**src/design/hsl_to_rgb_converter_core_macros.svh**
```systemverilog
// Assertion helpers for the converter's RTL.
`ifndef HSL_TO_RGB_CONVERTER_CORE_MACROS_SVH
`define HSL_TO_RGB_CONVERTER_CORE_MACROS_SVH

// The property must hold at every rising edge outside reset.
`define HRC_ASSERT(label, clk, rst_n, prop) \
    label: assert property (@(posedge clk) disable iff (!rst_n) (prop)) \
        else $error("hsl_to_rgb_converter_core: assertion failed");

// The condition must never be true at a rising edge outside reset.
`define HRC_ASSERT_NEVER(label, clk, rst_n, cond) \
    label: assert property (@(posedge clk) disable iff (!rst_n) !(cond)) \
        else $error("hsl_to_rgb_converter_core: forbidden condition seen");

`endif

```
**src/design/hrc_pkg.sv**
```systemverilog
`timescale 1ns / 1ps

package hrc_pkg;

    localparam int NUM_STAGES = 5;

    localparam int HUE_W     = 16;
    localparam int UNIT_W    = 9;
    localparam int CHAN_W    = 8;
    localparam int QUOT_W    = 8;
    localparam int LEVEL_W   = 17;
    localparam int WEIGHT_W  = 6;
    localparam int PROD_W    = 22;

    localparam int UNIT_ONE  = 256;
    localparam int FULL_TURN = 360;
    localparam int SECTOR    = 60;

    // Bias that moves any signed 16-bit hue into 352..65887, a 17-bit unsigned
    // range, without changing it modulo 360.
    localparam int HUE_BIAS        = 92 * FULL_TURN;
    // Reciprocals: floor(u * RECIP >> SHIFT) is exact over the ranges used here.
    localparam int HUE_RECIP_SHIFT = 24;
    localparam int HUE_RECIP       = ((1 << HUE_RECIP_SHIFT) + FULL_TURN - 1) / FULL_TURN;
    localparam int SEC_RECIP_SHIFT = 28;
    localparam int SEC_RECIP       = ((1 << SEC_RECIP_SHIFT) + SECTOR - 1) / SECTOR;
    // The sector reciprocal needs 23 bits.
    localparam int SEC_PROD_W      = PROD_W + 23;

    typedef logic [HUE_W-1:0]    hue_t;
    typedef logic [UNIT_W-1:0]   unit_t;
    typedef logic [CHAN_W-1:0]   chan_t;
    typedef logic [LEVEL_W-1:0]  level_t;

    typedef enum logic [2:0] {
        SECTOR_RED_YELLOW  = 3'd0,
        SECTOR_YELLOW_GREEN = 3'd1,
        SECTOR_GREEN_CYAN  = 3'd2,
        SECTOR_CYAN_BLUE   = 3'd3,
        SECTOR_BLUE_MAGENTA = 3'd4,
        SECTOR_MAGENTA_RED = 3'd5
    } sector_t;

    typedef struct packed {
        logic [NUM_STAGES-1:0] load;
        logic [NUM_STAGES-1:0] valid;
    } pipe_ctrl_t;

    function automatic unit_t clamp_unit(input unit_t v);
        clamp_unit = (v > unit_t'(UNIT_ONE)) ? unit_t'(UNIT_ONE) : v;
    endfunction

endpackage

```
**src/design/hrc_pipe_ctrl.sv**
```systemverilog
`timescale 1ns / 1ps

module hrc_pipe_ctrl
(
    input  logic                clk,
    input  logic                rst_n,
    input  logic                in_valid,
    input  logic                out_ready,
    output hrc_pkg::pipe_ctrl_t ctrl
);

    logic [hrc_pkg::NUM_STAGES-1:0] valid_reg;
    logic [hrc_pkg::NUM_STAGES-1:0] valid_next;
    logic [hrc_pkg::NUM_STAGES-1:0] load;

    // A stage loads when it is empty or its word moves on this cycle, so
    // bubbles are squeezed out and nothing is dropped under backpressure.
    always_comb
    begin
        load[hrc_pkg::NUM_STAGES-1] = !valid_reg[hrc_pkg::NUM_STAGES-1] || out_ready;
        for (int i = hrc_pkg::NUM_STAGES - 2; i >= 0; i--)
        begin
            load[i] = !valid_reg[i] || load[i+1];
        end
    end

    always_comb
    begin
        valid_next = valid_reg;
        if (load[0])
        begin
            valid_next[0] = in_valid;
        end
        for (int i = 1; i < hrc_pkg::NUM_STAGES; i++)
        begin
            if (load[i])
            begin
                valid_next[i] = valid_reg[i-1];
            end
        end
    end

    always_ff @(posedge clk or negedge rst_n)
    begin
        if (!rst_n)
        begin
            valid_reg <= '0;
        end
        else
        begin
            valid_reg <= valid_next;
        end
    end

    assign ctrl.load  = load;
    assign ctrl.valid = valid_reg;

endmodule

```
**src/design/hrc_hue_wrap.sv**
```systemverilog
`timescale 1ns / 1ps

module hrc_hue_wrap
(
    input  logic                clk,
    input  logic                load_a,
    input  logic                load_b,
    input  hrc_pkg::hue_t       hue,
    output logic [8:0]          angle
);

    logic [hrc_pkg::HUE_W:0]        shifted;
    logic [2*hrc_pkg::HUE_W-1:0]    quot_prod;
    logic [hrc_pkg::HUE_W:0]        shifted_reg;
    logic [hrc_pkg::QUOT_W-1:0]     quot_reg;
    logic [hrc_pkg::HUE_W:0]        rem_full;
    logic [8:0]                     angle_reg;

    // The biased hue is positive and below 2^17, so plain 17-bit
    // arithmetic on the sign-extended hue gives its exact value.
    always_comb
    begin
        shifted   = {hue[hrc_pkg::HUE_W-1], hue}
                    + (hrc_pkg::HUE_W+1)'(hrc_pkg::HUE_BIAS);
        quot_prod = (2*hrc_pkg::HUE_W)'(shifted)
                    * (2*hrc_pkg::HUE_W)'(hrc_pkg::HUE_RECIP);
    end

    always_ff @(posedge clk)
    begin
        if (load_a)
        begin
            shifted_reg <= shifted;
            quot_reg    <= quot_prod[hrc_pkg::HUE_RECIP_SHIFT +: hrc_pkg::QUOT_W];
        end
    end

    // The quotient is exact, so the remainder needs no correction step.
    assign rem_full = shifted_reg
                      - (hrc_pkg::HUE_W+1)'(quot_reg) * (hrc_pkg::HUE_W+1)'(hrc_pkg::FULL_TURN);

    always_ff @(posedge clk)
    begin
        if (load_b)
        begin
            angle_reg <= rem_full[8:0];
        end
    end

    assign angle = angle_reg;

endmodule

```
**src/design/hrc_chroma.sv**
```systemverilog
`timescale 1ns / 1ps

module hrc_chroma
(
    input  logic             clk,
    input  logic             load_a,
    input  logic             load_b,
    input  hrc_pkg::unit_t   saturation,
    input  hrc_pkg::unit_t   lightness,
    output hrc_pkg::level_t  chroma,
    output hrc_pkg::unit_t   lit
);

    hrc_pkg::unit_t         sat_c;
    hrc_pkg::unit_t         lit_c;
    logic [9:0]             twice;
    hrc_pkg::unit_t         lit_gap;
    hrc_pkg::unit_t         span;
    hrc_pkg::unit_t         span_reg;
    hrc_pkg::unit_t         sat_reg;
    hrc_pkg::unit_t         lit_a_reg;
    hrc_pkg::level_t        chroma_reg;
    hrc_pkg::unit_t         lit_b_reg;

    always_comb
    begin
        sat_c = hrc_pkg::clamp_unit(saturation);
        lit_c = hrc_pkg::clamp_unit(lightness);
        twice = {lit_c, 1'b0};
        if (twice >= 10'(hrc_pkg::UNIT_ONE))
        begin
            lit_gap = hrc_pkg::UNIT_W'(twice - 10'(hrc_pkg::UNIT_ONE));
        end
        else
        begin
            lit_gap = hrc_pkg::UNIT_W'(10'(hrc_pkg::UNIT_ONE) - twice);
        end
        span = hrc_pkg::UNIT_W'(hrc_pkg::UNIT_ONE) - lit_gap;
    end

    always_ff @(posedge clk)
    begin
        if (load_a)
        begin
            span_reg  <= span;
            sat_reg   <= sat_c;
            lit_a_reg <= lit_c;
        end
    end

    always_ff @(posedge clk)
    begin
        if (load_b)
        begin
            chroma_reg <= hrc_pkg::LEVEL_W'(span_reg) * hrc_pkg::LEVEL_W'(sat_reg);
            lit_b_reg  <= lit_a_reg;
        end
    end

    assign chroma = chroma_reg;
    assign lit    = lit_b_reg;

endmodule

```
**src/design/hrc_mix.sv**
```systemverilog
`timescale 1ns / 1ps

module hrc_mix
(
    input  logic             clk,
    input  logic             load_c,
    input  logic             load_d,
    input  logic             load_e,
    input  logic [8:0]       angle,
    input  hrc_pkg::level_t  chroma,
    input  hrc_pkg::unit_t   lit,
    output hrc_pkg::chan_t   red,
    output hrc_pkg::chan_t   green,
    output hrc_pkg::chan_t   blue
);

    hrc_pkg::sector_t                  sector;
    logic [8:0]                        phase;
    logic [hrc_pkg::WEIGHT_W-1:0]      off;
    logic [hrc_pkg::WEIGHT_W-1:0]      weight;

    hrc_pkg::sector_t                  sector_c_reg;
    logic [hrc_pkg::PROD_W-1:0]        prod_c_reg;
    hrc_pkg::level_t                   chroma_c_reg;
    hrc_pkg::level_t                   base_c_reg;

    logic [hrc_pkg::SEC_PROD_W-1:0]    sec_prod;
    hrc_pkg::sector_t                  sector_d_reg;
    hrc_pkg::level_t                   second_d_reg;
    hrc_pkg::level_t                   chroma_d_reg;
    hrc_pkg::level_t                   base_d_reg;

    hrc_pkg::level_t                   part_r;
    hrc_pkg::level_t                   part_g;
    hrc_pkg::level_t                   part_b;
    hrc_pkg::level_t                   sum_r;
    hrc_pkg::level_t                   sum_g;
    hrc_pkg::level_t                   sum_b;
    logic [24:0]                       scaled_r;
    logic [24:0]                       scaled_g;
    logic [24:0]                       scaled_b;
    hrc_pkg::chan_t                    red_reg;
    hrc_pkg::chan_t                    green_reg;
    hrc_pkg::chan_t                    blue_reg;

    // Sector, and the weight of the secondary part: 60 minus the distance
    // from the middle of the 120-degree period.
    always_comb
    begin
        priority if (angle < 9'(hrc_pkg::SECTOR))
        begin
            sector = hrc_pkg::SECTOR_RED_YELLOW;
        end
        else if (angle < 9'(2 * hrc_pkg::SECTOR))
        begin
            sector = hrc_pkg::SECTOR_YELLOW_GREEN;
        end
        else if (angle < 9'(3 * hrc_pkg::SECTOR))
        begin
            sector = hrc_pkg::SECTOR_GREEN_CYAN;
        end
        else if (angle < 9'(4 * hrc_pkg::SECTOR))
        begin
            sector = hrc_pkg::SECTOR_CYAN_BLUE;
        end
        else if (angle < 9'(5 * hrc_pkg::SECTOR))
        begin
            sector = hrc_pkg::SECTOR_BLUE_MAGENTA;
        end
        else
        begin
            sector = hrc_pkg::SECTOR_MAGENTA_RED;
        end

        priority if (angle < 9'(2 * hrc_pkg::SECTOR))
        begin
            phase = angle;
        end
        else if (angle < 9'(4 * hrc_pkg::SECTOR))
        begin
            phase = angle - 9'(2 * hrc_pkg::SECTOR);
        end
        else
        begin
            phase = angle - 9'(4 * hrc_pkg::SECTOR);
        end

        if (phase >= 9'(hrc_pkg::SECTOR))
        begin
            off = hrc_pkg::WEIGHT_W'(phase - 9'(hrc_pkg::SECTOR));
        end
        else
        begin
            off = hrc_pkg::WEIGHT_W'(9'(hrc_pkg::SECTOR) - phase);
        end
        weight = hrc_pkg::WEIGHT_W'(hrc_pkg::SECTOR) - off;
    end

    always_ff @(posedge clk)
    begin
        if (load_c)
        begin
            sector_c_reg <= sector;
            prod_c_reg   <= hrc_pkg::PROD_W'(hrc_pkg::PROD_W'(chroma)
                                             * hrc_pkg::PROD_W'(weight));
            chroma_c_reg <= chroma;
            // Chroma is always even, so the halving is exact.
            base_c_reg   <= {lit, 8'b0} - (chroma >> 1);
        end
    end

    assign sec_prod = hrc_pkg::SEC_PROD_W'(prod_c_reg)
                      * hrc_pkg::SEC_PROD_W'(hrc_pkg::SEC_RECIP);

    always_ff @(posedge clk)
    begin
        if (load_d)
        begin
            sector_d_reg <= sector_c_reg;
            second_d_reg <= sec_prod[hrc_pkg::SEC_RECIP_SHIFT +: hrc_pkg::LEVEL_W];
            chroma_d_reg <= chroma_c_reg;
            base_d_reg   <= base_c_reg;
        end
    end

    always_comb
    begin
        part_r = '0;
        part_g = '0;
        part_b = '0;
        unique case (sector_d_reg)
            hrc_pkg::SECTOR_RED_YELLOW:
            begin
                part_r = chroma_d_reg;
                part_g = second_d_reg;
            end
            hrc_pkg::SECTOR_YELLOW_GREEN:
            begin
                part_r = second_d_reg;
                part_g = chroma_d_reg;
            end
            hrc_pkg::SECTOR_GREEN_CYAN:
            begin
                part_g = chroma_d_reg;
                part_b = second_d_reg;
            end
            hrc_pkg::SECTOR_CYAN_BLUE:
            begin
                part_g = second_d_reg;
                part_b = chroma_d_reg;
            end
            hrc_pkg::SECTOR_BLUE_MAGENTA:
            begin
                part_r = second_d_reg;
                part_b = chroma_d_reg;
            end
            default:
            begin
                part_r = chroma_d_reg;
                part_b = second_d_reg;
            end
        endcase

        sum_r = part_r + base_d_reg;
        sum_g = part_g + base_d_reg;
        sum_b = part_b + base_d_reg;

        // Times 255 as a shift and a subtract; the level never exceeds 65536.
        scaled_r = {sum_r, 8'b0} - 25'(sum_r);
        scaled_g = {sum_g, 8'b0} - 25'(sum_g);
        scaled_b = {sum_b, 8'b0} - 25'(sum_b);
    end

    always_ff @(posedge clk)
    begin
        if (load_e)
        begin
            red_reg   <= scaled_r[23:16];
            green_reg <= scaled_g[23:16];
            blue_reg  <= scaled_b[23:16];
        end
    end

    assign red   = red_reg;
    assign green = green_reg;
    assign blue  = blue_reg;

endmodule

```
**src/design/hsl_to_rgb_converter_core.sv**
```systemverilog
// HSL to RGB converter: one color word in, one RGB word out, in a five-stage
// pipeline that takes a new word every clock unless output backpressure has
// filled every stage. Hue is any signed degree value and is wrapped modulo
// 360; saturation and lightness are in 1/256 units with values above 256
// treated as 256. Output channels are truncated to 0..255.
// Backpressure on the output stalls only the stages that are full, so the
// input stays ready while any stage holds a bubble.
`timescale 1ns / 1ps

`include "hsl_to_rgb_converter_core_macros.svh"

module hsl_to_rgb_converter_core
(
    input  logic        clk,
    input  logic        rst_n,
    input  logic        s_tvalid,
    output logic        s_tready,
    input  logic [39:0] s_tdata,   // hue[15:0], saturation[24:16], lightness[33:25], zero pad
    output logic        m_tvalid,
    input  logic        m_tready,
    output logic [23:0] m_tdata    // red[7:0], green[15:8], blue[23:16]
);

    hrc_pkg::pipe_ctrl_t pipe_ctrl;
    logic [8:0]          angle;
    hrc_pkg::level_t     chroma;
    hrc_pkg::unit_t      lit;
    hrc_pkg::chan_t      red;
    hrc_pkg::chan_t      green;
    hrc_pkg::chan_t      blue;

    hrc_pipe_ctrl u_ctrl
    (
        .clk       (clk),
        .rst_n     (rst_n),
        .in_valid  (s_tvalid),
        .out_ready (m_tready),
        .ctrl      (pipe_ctrl)
    );

    hrc_hue_wrap u_hue
    (
        .clk    (clk),
        .load_a (pipe_ctrl.load[0]),
        .load_b (pipe_ctrl.load[1]),
        .hue    (s_tdata[15:0]),
        .angle  (angle)
    );

    hrc_chroma u_chroma
    (
        .clk        (clk),
        .load_a     (pipe_ctrl.load[0]),
        .load_b     (pipe_ctrl.load[1]),
        .saturation (s_tdata[24:16]),
        .lightness  (s_tdata[33:25]),
        .chroma     (chroma),
        .lit        (lit)
    );

    hrc_mix u_mix
    (
        .clk    (clk),
        .load_c (pipe_ctrl.load[2]),
        .load_d (pipe_ctrl.load[3]),
        .load_e (pipe_ctrl.load[4]),
        .angle  (angle),
        .chroma (chroma),
        .lit    (lit),
        .red    (red),
        .green  (green),
        .blue   (blue)
    );

    assign s_tready = pipe_ctrl.load[0];
    assign m_tvalid = pipe_ctrl.valid[hrc_pkg::NUM_STAGES-1];
    assign m_tdata  = {blue, green, red};

    // Input ready drops only when every stage is full and the output is stalled.
    `HRC_ASSERT(a_ready_low_only_when_stalled, clk, rst_n, !s_tready |-> (m_tvalid && !m_tready))
    `HRC_ASSERT_NEVER(a_ready_low_with_bubble, clk, rst_n, !s_tready && !pipe_ctrl.valid[0])
    // A new output word always comes from a full fourth stage.
    `HRC_ASSERT(a_output_from_stage_four, clk, rst_n, $rose(m_tvalid) |-> $past(pipe_ctrl.valid[3]))

endmodule

```
**config.mk**
```make
export PLATFORM = sky130hd
export DESIGN_NAME = hsl_to_rgb_converter_core
export DESIGN_NICKNAME = d
export VERILOG_FILES = /design/src/design/hrc_pkg.sv /design/src/design/hrc_pipe_ctrl.sv /design/src/design/hrc_hue_wrap.sv /design/src/design/hrc_chroma.sv /design/src/design/hrc_mix.sv /design/src/design/hsl_to_rgb_converter_core.sv
export VERILOG_INCLUDE_DIRS = /design/src /design/src/design
export SDC_FILE = /design/constraint.sdc
export NUM_CORES = 1
export LEC_CHECK = 0
export BUFFER_PORTS_ARGS = -buffer_cell sky130_fd_sc_hd__buf_2
export CAP_MARGIN = 20
export CORE_ASPECT_RATIO = 1.1
export CORE_MARGIN = 4
export CORE_UTILIZATION = 55
export CTS_BUF_LIST = sky130_fd_sc_hd__clkbuf_2
export DETAILED_ROUTE_END_ITERATION = 10
export PLACE_DENSITY = 0.68
export SETUP_SLACK_MARGIN = 0.05
export SLEW_MARGIN = 10
export SYNTH_ARGS = -nofsm -noshare
export SYNTH_HDL_FRONTEND = slang
export SYNTH_SLANG_ARGS = --single-unit
```
**constraint.sdc**
```tcl
create_clock -name clk -period 9.85 [get_ports clk]
set_input_delay 0.985 -clock clk [delete_from_list [all_inputs] [get_ports clk]]
set_output_delay 0.985 -clock clk [all_outputs]
set_load 0.01 [all_outputs]
```
## Yosys cells after proc, flatten, opt, wreduce, memory -nomap -nowiden

Cells that the tools add are included.

- Add/subtract/negate cells: 17
- Multipliers: 5
- Order comparisons: 9
- Eq/ne operators: 4
- Mux-type cells: 12
- Reduce and logical (&&, ||, !) cells: 19

Operators with widths:

| kind | count |
|---|---|
| $pmux 17 s2 | 3 |
| $sub 24x17->24 | 3 |
| $add 17x17->17 | 3 |
| $mul 22x23->45 const B | 1 |
| $mux 9 | 4 |
| $mul 17x14->30 const B | 1 |
| $mul 17x6->22 | 1 |
| $gt 9x9->1 const B | 2 |
| $lt 9x8->1 const B | 2 |
| $sub 9x9->9 const A | 2 |
| $add 17x16->17 const B | 1 |
| $mul 9x9->17 | 1 |
| $sub 17x16->17 | 1 |
| $reduce_or 2->1 | 7 |
| $sub 6x6->6 const A | 2 |
| $ge 10x9->1 const B | 1 |
| $ge 9x6->1 const B | 1 |
| $lt 9x6->1 const B | 1 |
| $lt 9x7->1 const B | 1 |
| $lt 9x9->1 const B | 1 |
| $sub 9x7->9 const B | 1 |
| $sub 9x8->9 const B | 1 |
| $sub 9x9->9 | 1 |
| $sub 9x9->9 const B | 1 |
| other kinds (12) | 23 |

- Bits in registers: 221
- Bits of input ports: 44
- Output and inout bits: 26
- Logic and storage cells: 92

## Depth between registers and ports, before layout

Gate-level depths: netlist of run 1.

- Depth in word-level cells: 7
- Depth in mapped cells: 32
- Gate-level depth less buffers: 31

## Hierarchy

Synthesis of run 1 repeated with hierarchy kept, for this count alone.

- Cell total of the unflattened synthesis: 2466
- Area, all modules: 25461.9 µm²

By module, submodules not included:

| module | instances | cells an instance | area each (µm²) | sequential area each (µm²) |
|---|---|---|---|---|
| hrc_mix | 1 | 1631 | 16405.7 | 4053.9 |
| hrc_hue_wrap | 1 | 441 | 4684.5 | 720.7 |
| hrc_chroma | 1 | 377 | 4164.0 | 1501.4 |
| hrc_pipe_ctrl | 1 | 17 | 207.7 | 125.1 |

## Worst setup path after synthesis of run 1

Ideal clock, no wire load.

- Path type: flip-flop to flip-flop
- From: reg u_hue.angle_reg[4] (netlist: u_hue.angle[4])
- To: reg u_mix.prod_c_reg[18] in the netlist's numbering (data pin)
- Setup time: 0.258 ns
- Data arrival time: 7.040 ns
- Data required time: 9.592 ns
- Slack: 2.552 ns
- Stages on the path, launching flop included: 32
- Buffers on the path: 1
- Period minus slack after synthesis: 7.298 ns
- Path through: edfxtp_1 > ha_1 > and4b_1 > a21oi_1 > nor2_1 > xnor2_1 > ha_1 > nand2_1 > o311ai_2 > nor3_2 > nor3_4 > nor2_4 > mux2i_2 > and4bb_1 > xor2_2 > buf_2 > nand2_1 > fa_1 > fa_1 > fa_1 > inv_1 > ha_1 > a21o_1 > a21oi_1 > o21bai_1 > a21o_1 > a21oi_1 > o21ai_0 > a21o_1 > a2111oi_0 > nor2_1 > xnor2_1

- Cells in the longest elaborated chain, start to end: 7
- Elaborated cells on any way between the ends: 12
- Those cells by class: add/sub: 5; mul: 1; order compare: 3; mux: 3

RTL lines:

| what | line | RTL |
|---|---|---|
| start, declared | hrc_hue_wrap.sv:17 | `logic [8:0] angle_reg;` |
| start signal, assigned | hrc_hue_wrap.sv:46 | `angle_reg <= rem_full[8:0];` |
| $sub 9x8->9, or another cell as far along | hrc_mix.sv:85 | `phase = angle - 9'(4 * hrc_pkg::SECTOR);` |
| $mux 9 | hrc_mix.sv:79 | `else if (angle < 9'(4 * hrc_pkg::SECTOR))` |
| $mux 9 (*) | hrc_mix.sv:75 | `priority if (angle < 9'(2 * hrc_pkg::SECTOR))` |
| $ge 9x6->1, or another cell as far along | hrc_mix.sv:88 | `if (phase >= 9'(hrc_pkg::SECTOR))` |
| $mux 6 (*) | hrc_mix.sv:88 |  |
| $sub 6x6->6 (*) | hrc_mix.sv:96 | `weight = hrc_pkg::WEIGHT_W'(hrc_pkg::SECTOR) - off;` |
| $mul 17x6->22 (*) | hrc_mix.sv:105 | `* hrc_pkg::PROD_W'(weight));` |
| end signal, assigned | hrc_mix.sv:104 | `prod_c_reg <= hrc_pkg::PROD_W'(hrc_pkg::PROD_W'(chroma)` |
| end, declared | hrc_mix.sv:23 | `logic [hrc_pkg::PROD_W-1:0] prod_c_reg;` |

Every way passes the cells marked *; elsewhere a longest branch is shown, timed or not.
A chain may end at the register's enable or synchronous reset.

## Final worst setup path of run 1

- From: reg u_hue.angle_reg[3] (netlist: u_hue.angle[3])
- To: reg u_mix.prod_c_reg[18] in the netlist's numbering (data pin)

The elaborated chain is that of the path after synthesis.

==> results of run 1 <==
==> cell type report <==
type	count	area share [%]
repair buffers	77	1.63
multi-input cells	1741	64.0
well taps	574	2.77
inverters	365	5.28
clock inverters	23	0.588
flip-flops and latches	211	24.3
clock buffers	73	1.41
diodes	1	0.00964
==> worst register-to-register path: cells and delay by family, from the launching register on <==
kind / cells / cell delay [ps]
muxes: 1 / 310
xor gates and xnor gates: 3 / 890
adders and majority gates: 6 / 2540
DFF: 1 / 540
buffers and inverters: 1 / 50
AOI/OAI and AO/OA: 10 / 2080
and+or+nand+nor: 9 / 1610
==> worst max path at each step <==
stage / end / start / depth (start not counted)
6_report: u_mix.prod_c_reg[18] / u_hue.angle[3] / 30
5_1_grt: u_mix.prod_c_reg[18] / u_hue.angle[3] / 30
4_1_cts: u_mix.prod_c_reg[18] / u_hue.angle[3] / 30
3_5_place_dp: u_mix.prod_c_reg[18] / u_hue.angle[3] / 30
3_3_place_gp: u_mix.prod_c_reg[18] / u_hue.angle[3] / 30
2_1_floorplan: u_mix.prod_c_reg[18] / u_hue.angle[4] / 31
==> metrics by stage <==
stage / hold WS [ps] / setup slack [ps] / instances / util (%) / area, sq um
after floorplan: 400 / 2550 / 2356 / - / 24400
after global placement: 403 / 1770 / 2967 / 58.2 / 25400
after detailed placement: 405 / 1550 / 2967 / 58.2 / 25400
after CTS: 110 / 1610 / 3064 / 59.4 / 25900
after global routing: 125 / 998 / 3065 / 59.5 / 25900
final: 250 / 1650 / 3065 / 59.5 / 25900
==> cells in the final DEF (no fill, tap or decap), types with 61 or more instances in the layout <==
cell        n
buf_2      63
and2_1     89
o21ai_0    61
a21oi_1   108
nor2_1     89
clkbuf_2   73
inv_1     365
ha_1      431
edfxtp_1  206
fa_1      218
xnor2_1   122
nand2_1   164
==> cells in the mapped netlist (7+ instances only) <==
library cell / count
o21ai_0: 61
nand4_1: 12
clkbuf_1: 33
nor3_1: 40
ha_1: 431
a21o_1: 48
o21bai_1: 11
and2_1: 89
nor2_1: 89
a22o_1: 30
a21oi_1: 108
xor2_1: 45
or3_1: 12
mux2i_1: 7
a211oi_1: 14
o21a_1: 20
nand2_1: 166
nand2b_1: 24
nor2b_1: 33
and3_1: 8
edfxtp_1: 206
nand3_1: 20
o211ai_1: 8
inv_1: 365
xnor2_1: 122
nor4_1: 9
fa_1: 218
a31oi_1: 14
==> kinds of logic after synthesis <==
| kind of cell | synth area share [%] |
|---|---|
| and+or+nand+nor | 11.2 |
| buffers and inverters | 6.24 |
| adders and majority gates | 39.9 |
| DFF | 25.8 |
| AOI/OAI and AO/OA | 10.2 |
| muxes | 0.446 |
| xor gates and xnor gates | 6.15 |
==> what timing repair did <==
| action | 4_1_cts | 5_1_grt |
|---|---|---|
| setup buffers | 0 | 0 |
| hold buffers | 1 | 0 |
| endpoints found under the setup margin | 0 | 0 |
| endpoints found under the hold margin | 5 | 0 |
==> metal layers <==
| layer | track usage, % | part of all wire [%] | up-vias |
|---|---|---|---|
| li1 | - | - | 8287 |
| met1 | 26.8 | 42 | 8103 |
| met4 | 6.12 | 2.7 | 0 |
| met2 | 38.5 | 51 | 347 |
| met3 | 3.02 | 3.9 | 98 |
| met5 | 0 | 0 | - |
==> results.toml, run 1 <==
[status]
status = "complete, no violations"

[finish]
largest_reg_flops = 21
seq_area_sq_um = 6310
fill_cells = 3775
nets = 3143
multi_input_area_sq_um = 16600
syn_to_final_growth_pct = 6.21
drive_gt1_share_pct = 7.35

[die]
chipHeight_microns = 229
rows = 80
start_util_pct = 56.0
die-width_microns = 209
dieArea_sq_um = 47900
io_pins = 70
core_sq_um = 43600

[routing]
via_count = 16800
drt_iter0_markers = 810
ant_nets = 0
viasPerCell = 5.49
route.detailed.drc = 0
wirelength_microns = 50500
wl_per_cell_microns = 16.5
first_pass_iters = 5

[hold_path]
holdPathEnd = "u_ctrl.valid_reg[0]"
hp-class = "input pin to flop"
worstHoldStart = "s_tvalid"
hold_depth = 2

[global_route]
grt_pass1_wl_microns = 84900
grt_max_degree = 58
track_usage_pct = 21.4
grt_pass1_vias = 17600
antenna_found_initial = 1
gr-total-overflow = 0

[placed_design]
io_buffers = 63
gp_congestion = 0.975
place_hpwl_microns = 41300

[critical_path]
end_kind = "flop"
critPathKind = "flop to flop"
r2r_start = "u_hue.angle[3]"
reg2reg_to = "u_mix.prod_c_reg[18]"
worstPathRequired_ps = 10570
cp_slowest_stage_delay_ps = 550
path_buf_inv = 1
crit_family = "adder cells"
critical-path-slowest-cell = "fa_1"
start_kind = "flop"
r2r_setup_slack_ps = 1650
ff2ff_path_depth = 30
path_max_fanout = 16
critPathArrivalTime_ps = 8920

[clock_tree]
numCtsBuffers = 54
clock-root-buffer = "clkbuf_2"
htreeDepth = 2
cts_buffer_depth = 3
cts.sinks = 211
cts_tree = "built"
clk_latency_ps = 950
cts-resized-gates = 0
clk_pin_slew_ps = 130

[timing]
setup_tns_ps = 0
fin_crit_sh_pct = 83.2
max_freq_mhz = 122
min_period_ps = 8200
setup_viol = 0
skew_ps = 48.5
worst_slew_pin_slew_ps = 920
slew_violations = 0
rsz0062_at_grt = "no"
finalHoldViolations = 0
slew_headroom_pct = 38.2

[yosys]
synth_seq_area_share_pct = 25.8
ys_ff_latch = 211
ys_types = 84
avgSynthCellArea_sq_um = 10.4
synthArstFlopShare_pct = 2.37
synth_top_area_share_pct = 25.3
yosys_warnings = 0
ys_top_cells_by_area = "edfxtp_1 25%, ha_1 22%, fa_1 18%"
mappedNetlistNets = 3049
synth_edf_count = 206
synthesis.area_sq_um = 24400
synthCells = 2356
yosysTopAreaCell = "edfxtp_1"
yosys_most_used_dff = "edfxtp_1"

[job]
maxCapViolCount = 0
Power of run 1 is not shown: default switching activity piles up to over one toggle a cycle in this logic, so the estimate is an artifact.
==> inputs of run 2 (changes only) <==
PLACE_DENSITY = 0.71   (was 0.68)
clock period = 7.3 ns   (was 9.85 ns; I/O delays follow)
==> run 2 against run 1 <==
  * Non-clock buffer count increased by 51
  * Register-to-register slack worse by 1300 ps
  * Flip-flop and latch count unchanged
  * Clock skew rose by 41 ps
  * Critical path depth did not move
  * Hold slack worse by 79 ps
  * Sequential share of layout area fell by 0.58 points
==> results.toml, run 2 (synthesized netlist as in run 1, its figures left out) <==
[timing]
rsz0062_at_grt = "yes"
setup_viol = 0
whs_ps = 171
setup_slack_ps = 358
finalHoldViolations = 0
skew_ps = 89.1
max_freq_mhz = 144
fin_crit_sh_pct = 95.1
worst_slew_pin_slew_ps = 978
slew_violations = 0
slew_headroom_pct = 34.7
min_period_ps = 6940

[die]
io_pins = 70
core_sq_um = 43600
die-width_microns = 209
start_util_pct = 56.0
chipHeight_microns = 229
rows = 80
dieArea_sq_um = 47900

[routing]
route.met3.wl_microns = 1970
highest_layer = "met4"
wl_per_cell_microns = 16.8
drt_iter0_markers = 1031
wirelength_microns = 52300
viasPerCell = 5.54
via_count = 17300
met1Wirelength_microns = 21100
wl_met2_microns = 27000
ant_nets = 0
first_pass_iters = 5
route.detailed.drc = 0

[clock_tree]
numCtsBuffers = 53
htreeDepth = 2
cts.sinks = 211
cts_tree = "built"
clk_latency_ps = 970
clock-root-buffer = "clkbuf_2"
clk_pin_slew_ps = 140
cts_buffer_depth = 3

[critical_path]
cp_slowest_stage_delay_ps = 560
critPathArrivalTime_ps = 7680
worstPathRequired_ps = 8030
end_kind = "flop"
critical-path-slowest-cell = "fa_1"
path_buf_inv = 3
start_kind = "flop"
crit_family = "adder cells"
critPathKind = "flop to flop"
path_max_fanout = 12

[finish]
nets = 3193
drive_gt1_share_pct = 9.56
syn_to_final_growth_pct = 8.78
largest_reg_flops = 21
design_area_sq_um = 26600
mostFrequentLayoutCells = "421 x ha_1, 365 x inv_1, 217 x fa_1, 206 x edfxtp_1, 162 x nand2_1"
final_common_cell = "ha_1"

[global_route]
gr-total-overflow = 0
grt_pass1_vias = 18400
track_usage_pct = 22.1
antenna_found_initial = 2
grt_pass1_wl_microns = 87800
grt_max_degree = 58

[hold_path]
hp-class = "input pin to flop"

[placed_design]
place_hpwl_microns = 42600
gp_congestion = 0.976
io_buffers = 63
dp_slack_ps = -67.8
place_area_sq_um = 25600

[status]
status = "complete, no violations"

[job]
maxCapViolCount = 0
## run 2: final cells by class
class	count	area [sq um]
Fill cell	3659	17100
Multi-Input combinational cell	1741	16800
Sequential cell	211	6310
Inverter	365	1370
Timing Repair Buffer	128	861
Tap cell	574	718
Clock buffer	74	370
Clock inverter	22	145
Antenna cell	2	5.00
## run 2: repair_timing
item | CTS | global route
endpoints found under the setup margin | 3 | 5
hold buffers | 17 | 1
gates cloned | 0 | 0
setup buffers | 4 | 9
gates resized for setup | 2 | 27
hold endpoints to repair | 20 | 4
pin swaps | 3 | 25
## run 2: worst reg2reg max path: cells and delay by family (launching register included)
kind	cells	cell delay, ps
fa+ha+maj	6	2290
xor+xnor	3	570
buf+inv	3	330
mux	1	280
simple gates	10	1650
compound gates	7	1230
flops	1	420
## run 2: path summary, 6_finish.rpt
path | from | to | slack (ps) | cells past startpoint
worst max register to register | u_hue.angle[3] | u_mix.prod_c_reg[21] | 360 | 30
worst min-delay path | s_tdata[29] | u_chroma.lit_a_reg[4] | 170 | 2
max in group asynchronous | rst_n | u_ctrl.valid_reg[4] | 5980 | 4
worst max-delay path | u_hue.angle[3] | u_mix.prod_c_reg[21] | 360 | 30
worst min register to register | u_mix.base_c_reg[6] | u_mix.base_d_reg[6] | 410 | 0
min in group asynchronous | rst_n | u_ctrl.valid_reg[0] | 660 | 3
## run 2: routing by layer
metal,vias to the layer above,track usage (%)
met5,-,0
met4,0,8.93
met3,133,3.23
met2,364,39.9
met1,8387,26.5
li1,8380,-
## run 2: stage by stage
step / TNS [ps] / instances / util [%]
after floorplan: 0 / 2356 / -
after global placement: 0 / 2987 / 58.6
after detailed placement: -135 / 2988 / 58.6
after CTS: 0 / 3105 / 60.3
after global routing: -28.9 / 3117 / 60.9
final: 0 / 3117 / 60.9
Power of run 2 is left out for the same reason.
